## src/rtl/lksd_pkg.sv

```systemverilog
package lksd_pkg;

	// directory size
	localparam int MAX_ENTRIES = 256;
	localparam int IDX_W       = $clog2(MAX_ENTRIES);
	localparam int CNT_W       = $clog2(MAX_ENTRIES + 1);

	// field widths
	localparam int COORD_W = 32;
	localparam int KEY_W   = 2 * COORD_W;
	localparam int FUNC_W  = 3;
	localparam int CAP_W   = 9;
	localparam int SLOT_W  = 8;
	localparam int OCC_W   = 9;

	// stream widths
	localparam int S_TDATA_W = KEY_W;
	localparam int S_TUSER_W = FUNC_W;
	localparam int M_TDATA_W = ((SLOT_W + OCC_W + 7) / 8) * 8;
	localparam int M_TUSER_W = 3;

	localparam logic [CAP_W-1:0] CAP_RESET = CAP_W'(256);

	// operation codes
	localparam logic [FUNC_W-1:0] FUNC_LOOKUP_INSERT = 3'd0;
	localparam logic [FUNC_W-1:0] FUNC_TOUCH         = 3'd1;
	localparam logic [FUNC_W-1:0] FUNC_PROBE         = 3'd2;
	localparam logic [FUNC_W-1:0] FUNC_REMOVE        = 3'd3;
	localparam logic [FUNC_W-1:0] FUNC_CLEAR         = 3'd4;

	// update request to the cell array
	typedef struct packed {
		logic clear;
		logic promote;
		logic remove;
		logic insert;
		logic evict;
	} cell_cmd_t;

	// update request to the free-slot stack
	typedef struct packed {
		logic clear;
		logic push;
		logic pop;
	} free_cmd_t;

endpackage

```

## src/rtl/lksd_ram.sv

```systemverilog
module lksd_ram #(
	parameter int WIDTH = 8,
	parameter int DEPTH = 256
) (
	input  logic                     clk,
	input  logic                     we,
	input  logic [$clog2(DEPTH)-1:0] waddr,
	input  logic [WIDTH-1:0]         wdata,
	input  logic [$clog2(DEPTH)-1:0] raddr,
	output logic [WIDTH-1:0]         rdata
);

	logic [WIDTH-1:0] mem_q [DEPTH];

	always_ff @(posedge clk) begin
		if (we) begin
			mem_q[waddr] <= wdata;
		end
		rdata <= mem_q[raddr];
	end

endmodule

```

## src/rtl/lksd_free_stack.sv

```systemverilog
module lksd_free_stack
	import lksd_pkg::*;
(
	input  logic             clk,
	input  logic             arst_n,
	input  free_cmd_t        cmd,
	input  logic [IDX_W-1:0] push_slot,
	output logic [IDX_W-1:0] top,
	output logic [CNT_W-1:0] count,
	output logic [CNT_W-1:0] count_nxt
);

	// top entry lives in a register, the rest in RAM; the RAM read port
	// always prefetches the entry just below the top
	logic [CNT_W-1:0] cnt_q;
	logic [IDX_W-1:0] top_q;
	logic [IDX_W-1:0] byp_q;
	logic             byp_sel_q;

	logic             we;
	logic [IDX_W-1:0] waddr;
	logic [IDX_W-1:0] raddr;
	logic [IDX_W-1:0] rdata;
	logic [IDX_W-1:0] below;

	always_comb begin
		count_nxt = cnt_q;
		if (cmd.clear) begin
			count_nxt = '0;
		end else if (cmd.push) begin
			count_nxt = cnt_q + CNT_W'(1);
		end else if (cmd.pop) begin
			count_nxt = cnt_q - CNT_W'(1);
		end
	end

	assign we    = cmd.push;
	assign waddr = IDX_W'(cnt_q - CNT_W'(1));
	assign raddr = IDX_W'(count_nxt - CNT_W'(2));
	assign below = byp_sel_q ? byp_q : rdata;

	lksd_ram #(
		.WIDTH(IDX_W),
		.DEPTH(MAX_ENTRIES)
	) u_ram (
		.clk  (clk),
		.we   (we),
		.waddr(waddr),
		.wdata(top_q),
		.raddr(raddr),
		.rdata(rdata)
	);

	always_ff @(posedge clk or negedge arst_n) begin
		if (!arst_n) begin
			cnt_q     <= '0;
			byp_sel_q <= 1'b0;
		end else begin
			cnt_q     <= count_nxt;
			byp_sel_q <= we && (waddr == raddr);
		end
	end

	always_ff @(posedge clk) begin
		byp_q <= top_q;
		if (cmd.push) begin
			top_q <= push_slot;
		end else if (cmd.pop) begin
			top_q <= below;
		end
	end

	assign top   = top_q;
	assign count = cnt_q;

endmodule

```

## config.mk

```make
export PLATFORM = sky130hd
export DESIGN_NAME = lksd_free_stack
export DESIGN_NICKNAME = d
export VERILOG_FILES = /design/src/rtl/lksd_pkg.sv /design/src/rtl/lksd_ram.sv /design/src/rtl/lksd_free_stack.sv
export SDC_FILE = /design/constraint.sdc
export NUM_CORES = 2
export LEC_CHECK = 0
export BUFFER_PORTS_ARGS = -buffer_cell sky130_fd_sc_hd__buf_4
export CAP_MARGIN = 10
export CORE_UTILIZATION = 30
export CTS_BUF_LIST = sky130_fd_sc_hd__clkbuf_8
export DETAILED_ROUTE_END_ITERATION = 8
export PLACE_DENSITY = 0.51
export SLEW_MARGIN = 20
export SYNTH_ARGS = -nofsm -noshare
export SYNTH_HDL_FRONTEND = slang
export SYNTH_HIERARCHICAL = 1
export SYNTH_SLANG_ARGS = --single-unit
```

## constraint.sdc

```tcl
create_clock -name clk -period 9.35 [get_ports clk]
set_input_delay 1.4025 -clock clk [delete_from_list [all_inputs] [get_ports clk]]
set_output_delay 1.4025 -clock clk [all_outputs]
set_load 0.01 [all_outputs]
```

# Word level (Yosys, flattened, before mapping)

Memory sizes are Yosys's and may differ from the RTL's. A register that Yosys moved wholly into a read port is not among the register bits.
Cells that the tools add are included.

Output and inout bits: 26
Logic and storage cells: 19
Flip-flop bits (word level): 26
Bits in latches: 0
Memory bits (read-only): 0
Memory bits (writable): 2048
Memories kept: 1

$mul: 0
Order comparisons: 0
$add $sub $neg: 3
Mux-type cells: 8
Equality and inequality tests: 1
Shifts and indexed selects: 0
Bitwise operators: 0
Divide/modulo/power cells: 0
Reductions and logical operators: 2

Memory list:

| name        | depth | bits a word | rd ports | clocked after Yosys merged registers in | wr ports | RTL line       | text |
|---|---|---|---|---|---|---|---|
| u_ram.mem_q | 256   | 8           | 1        | 1                                       | 1        | lksd_ram.sv:13 | `logic [WIDTH-1:0] mem_q [DEPTH];` |

Operators with widths:

| kind                                              | count |
|---|---|
| 2-to-1 mux 9 bit                                  | 3 |
| 2-to-1 mux 8 bit                                  | 3 |
| adder 9 x 1 -> 9 bit (second input constant)      | 1 |
| subtractor 9 x 1 -> 9 bit (second input constant) | 1 |
| equality test 8 bit                               | 1 |
| subtractor 8 x 2 -> 8 bit (second input constant) | 1 |
| 2-to-1 mux 1 bit                                  | 2 |
| nonzero test 2 bit                                | 1 |
| logical AND 1 bit                                 | 1 |

# Depth between registers and ports, before layout

Depth in word-level cells: 7
Mapped depth: 18
Mapped depth without buffers: 15

# By module

Netlist, hierarchy kept.

By module, submodules not included:

| module          | times used | sequential area each (um^2) | cells an instance | area each (um^2) |
|---|---|---|---|---|
| lksd_ram        | 1          | 61659.1                     | 3733              | 79556.3 |
| lksd_free_stack | 1          | 650.6                       | 164               | 1689.1 |

# Worst setup path after synthesis

No wires, ideal clock.

Path type: reg2out
Start: register top_q[0] (netlist: top[0])
End: output port top[0]
Stages on the path, launching flop included: 1
Path buffers: 0
Slack: 4.649 ns
Data arrival time: 3.299 ns
Cell sequence: edfxtp_1

RTL lines:

| what                   | RTL line              | text |
|---|---|---|
| start, declared        | lksd_free_stack.sv:16 | `logic [IDX_W-1:0] top_q;` |
| start signal, assigned | lksd_free_stack.sv:67 | `top_q <= push_slot;` |
| start signal, assigned | lksd_free_stack.sv:69 | `top_q <= below;` |
| end, declared          | lksd_free_stack.sv:8  | `output logic [IDX_W-1:0] top,` |

No word-level cell between the ends.

# Worst setup path in the final report

Start: register cnt_q[0] (netlist: count[0])
End: register u_ram.rdata[2] (read register of u_ram.mem_q)

Longest elaborated chain between the ends: 5
Elaborated cells between the ends (all ways): 6
Classes of those cells: add/sub: 3; mux: 3

RTL lines:

| what                      | RTL line              | text |
|---|---|---|
| start, declared           | lksd_free_stack.sv:15 | `logic [CNT_W-1:0] cnt_q;` |
| start signal, assigned    | lksd_free_stack.sv:59 | `cnt_q <= count_nxt;` |
| subtractor 9 x 1 -> 9 bit | n/a                   |  |
| via waddr[0]              | lksd_free_stack.sv:21 | `logic [IDX_W-1:0] waddr;` |
| 2-to-1 mux 9 bit          | lksd_free_stack.sv:32 | `end else if (cmd.pop) begin` |
| 2-to-1 mux 9 bit          | lksd_free_stack.sv:30 | `end else if (cmd.push) begin` |
| 2-to-1 mux 9 bit          | lksd_free_stack.sv:28 | `if (cmd.clear) begin` |
| subtractor 8 x 2 -> 8 bit | lksd_free_stack.sv:39 | `assign raddr = IDX_W'(count_nxt - CNT_W'(2));` |
| via raddr[1]              | lksd_free_stack.sv:22 | `logic [IDX_W-1:0] raddr;` |
| end, declared             | lksd_ram.sv:10        | `output logic [WIDTH-1:0] rdata` |

The timed path passes the listed nets, and every way through them passes these cells.
A chain may end at the register's enable or synchronous reset.

==> summary.md <==
| Metric | Value |
|---|---|
| Drt wl/cell | `27.95 um` |
| Via total after detailed routing | `40780` |
| H-Tree Level Count | `5` |
| Die height | `522.4 um` |
| Vias in the first global route | `41420` |
| Startpoint types | `flop` |
| CP delay by family, top | `simple AND/OR/NAND/NOR gates` |
| Routed wire length | `222700 um` |
| Initial DRC Count | `3739` |
| Tot GR Track Use | `16.18%` |
| Crit path cell chain | `inv_1 > ha_1 > nor2b_1 > o311ai_4 > buf_12 > ha_1 > clkinv_2 > inv_2 > nand2_1 > o22ai_1 > nor3_1 > nor4_1 > nor4_2` |
| P&R area growth vs syn | `13.11%` |
| Switching Share | `28.03%` |
| Layout cells sized above 1 | `24.21%` |
| CTS max path bufs | `4` |
| Critical path endpoint category | `flop` |
| Status | `finished clean` |
| DRC | `0` |
| Chip Width | `522.4 um` |
| Final Hold Viols | `0` |
| Die area | `272900 um2` |
| Post-Syn Instances | `3897` |
| Power per standard cell area | `236.8 nW/um2` |
| Synthesized area | `81250 um2` |
| Crit path launch | `count[0]` |
| Hold Buf Count CTS | `0` |
| Final net count | `4159` |
| Crit Path Max Fanout | `119` |
| Slowest library cell on the worst path | `nor4_1` |
| # setup viols final | `0` |
| Setup ws final | `3.353 ns` |
| Worst slack, placed | `2.775 ns` |
| Largest net degree at the start of global routing | `125` |
| Initial core utilization | `30.24%` |
| DR pass1 iterations | `8` |
| Sum Neg Setup Slack | `0 ns` |
| Most frequent CP cell | `ha_1` |
| Final cell utilization of the core | `34.21%` |
| Fillers | `25270` |
| Worst Reg-to-Reg Cells | `13` |
| Warnings, synthesis | `6` |
| Initial antenna violation count | `7` |
| NetSw | `6.099 mW` |
| Critical Path End | `u_ram/rdata[2]` |
| Slew Limit Fails | `0` |
| CTS root buf | `clkbuf_8` |
| Pint | `15.66 mW` |
| PostCTS Resize Cnt | `0` |
| Worst Hold Class | `in2async` |
| Crit share post-route | `64.14%` |
| Clk sinks | `2082` |
| Crit path buffers/inverters | `4` |
| Sequential power share | `50.2%` |
| Comb power frac | `15.4%` |
| Dpl hpwl | `136400 um` |
| Net Count, Synth | `3913` |
| Reg-to-reg endpoint | `u_ram/rdata[2]` |
| Via density | `5.117` |
| Kind of critical path | `reg2reg` |
| Placed Cells incl. Taps | `7329` |
| Maximum clock rate | `166.7 MHz` |
| Clk slew on worst S/H paths | `0.07 ns` |
| Crit path largest cell delay | `1.00 ns` |
| Final min period | `5.997 ns` |
| Syn avg cell area | `20.85 um2` |
| RR Startpoint | `count[0]` |
| Endpoint arrival time on the critical path | `6.86 ns` |
| FFs w/ async S/R, synth | `0.4803%` |
| Clock power share | `34.3%` |
| Maxcap violations | `0` |
| Primary FF master, synth | `edfxtp_1` |
| Area of the multi-input gates | `17590 um2` |
| Cell Count, Final, Fillers Out | `7970` |
| Row count | `190` |
| Core area | `268600 um2` |
| Unique masters post-synth | `80` |
| Gr ovfl total | `0` |
| CTS buffer count | `363` |
| ANT nets after route | `0` |
| TritonCTS clock tree | `built` |
| Critical path depth | `13` |
| Global-route wire length before repair | `316100 um` |
| Layout Skew | `0.09369 ns` |
| Worst Tran Pin Value | `1.217 ns` |
| RSZ-0062 raised after global routing | `false` |
| Crit path required time | `10.21 ns` |
| R2R Setup Slk | `3.35 ns` |
| Number of setup buffers added after CTS | `0` |
| Seq/Total Area, Yosys | `76.69%` |
| Commonest non-fill, non-tap cell in the layout | `edfxtp_1` |
| Port buffer count | `38` |
| Total I/O pin count | `39` |
| Worst vdd ir | `0.0001798 V` |
| Most frequent cells in the layout | `2056 x edfxtp_1, 454 x mux4_2, 380 x clkbuf_8` |
| Routability congestion estimate | `0.8321` |
| Slew HR | `18.62%` |
| #FFs+latches synth | `2082` |
| P_leak | `28.26 nW` |
| Clock latency on the worst-skew pair | `1.05 ns` |
| EDFF count, synth | `2056` |
| Register Area | `62310 um2` |
layer usage:
layer  GRT usage, %  vias to the layer above  wire length (um)
li1               -                    16860                 -
met1          22.01                    22060             95110
met2          25.73                     1483            105900
met3          3.302                      377             14940
met4          5.514                        4              6776
met5              0                        -                34
metrics by stage:
| stage | power (mW) | hold WS (ns) | cell area [um2] |
|---|---|---|---|
| after global routing | 22.52 | 0.1410 | 91890 |
| after global placement | 14.44 | 0.5571 | 85390 |
| final | 21.76 | 0.2041 | 91900 |
| after detailed placement | 14.50 | 0.5696 | 85450 |
| after CTS | 22.00 | 0.1085 | 91840 |
| after floorplan | 13.09 | 0.5578 | 81250 |
cells in the mapped netlist (5+ instances only):
master | number | share of area [%]
edfxtp_1 | 2056 | 76
mux4_2 | 454 | 13
nor2_1 | 292 | 1.3
mux2i_1 | 142 | 1.7
a22oi_1 | 133 | 1.2
clkbuf_1 | 116 | 0.54
a21oi_1 | 99 | 0.61
o221ai_1 | 46 | 0.50
nand2_1 | 44 | 0.20
nand3_1 | 37 | 0.23
nor2b_1 | 35 | 0.27
buf_2 | 33 | 0.20
buf_4 | 29 | 0.27
o22ai_1 | 29 | 0.22
nor3_1 | 25 | 0.15
nor4_1 | 24 | 0.18
buf_6 | 23 | 0.32
buf_1 | 22 | 0.10
o21ai_0 | 21 | 0.13
a211oi_1 | 17 | 0.16
a221oi_1 | 16 | 0.17
dfxtp_1 | 16 | 0.39
buf_8 | 13 | 0.24
o211ai_1 | 11 | 0.10
xnor2_1 | 11 | 0.12
dfrtp_1 | 10 | 0.31
inv_1 | 10 | 0.046
nand2b_1 | 10 | 0.077
nand4_1 | 10 | 0.077
and2_1 | 9 | 0.069
a22o_1 | 8 | 0.086
buf_12 | 8 | 0.20
or2_2 | 6 | 0.046
and3_1 | 5 | 0.039
o22a_1 | 5 | 0.054
xor2_1 | 5 | 0.054
logic make-up after synthesis:
group,share of synthesized area (%)
flops,76.69
mux,14.43
simple gates,2.983
compound gates,3.727
buf+inv,1.920
xor+xnor,0.2002
fa+ha+maj,0.04621
flip-flops by register name, indices dropped and copies added (netlist names):
name / flops
byp_q: 8
byp_sel_q: 1
count: 9
u_ram/rdata: 8
u_ram/mem_q: 2048
top: 8
power by group through the flow:
stage	clock network, mW	registers, mW	logic, mW
floorplan	0	11.5	1.60
global placement	0	11.1	3.32
detailed placement	0	11.1	3.37
CTS	7.69	10.9	3.38
global route	8.07	10.9	3.52
finish	7.47	10.9	3.36
layout make-up:
class                   count  area share [%]
diodes                      6         0.01634
clock buffers             380           5.691
clock inverters           254           1.259
inverters                  12         0.05038
multi-input cells        1559           19.14
flip-flops and latches   2082           67.80
well taps                3552           4.836
repair buffers            125           1.201
worst min-delay path by stage:
stage / from / endpoint / slack (ns) / depth (start not counted)
after global routing: arst_n / count[5] / 0.14 / 1
after detailed placement: count[8] / count[8] / 0.57 / 2
after floorplan: u_ram/rdata[0] / top[0] / 0.56 / 2
after CTS: arst_n / count[5] / 0.11 / 1
final: arst_n / count[5] / 0.20 / 1
after global placement: count[8] / count[8] / 0.56 / 2
Power figures use the tool's default switching activity.
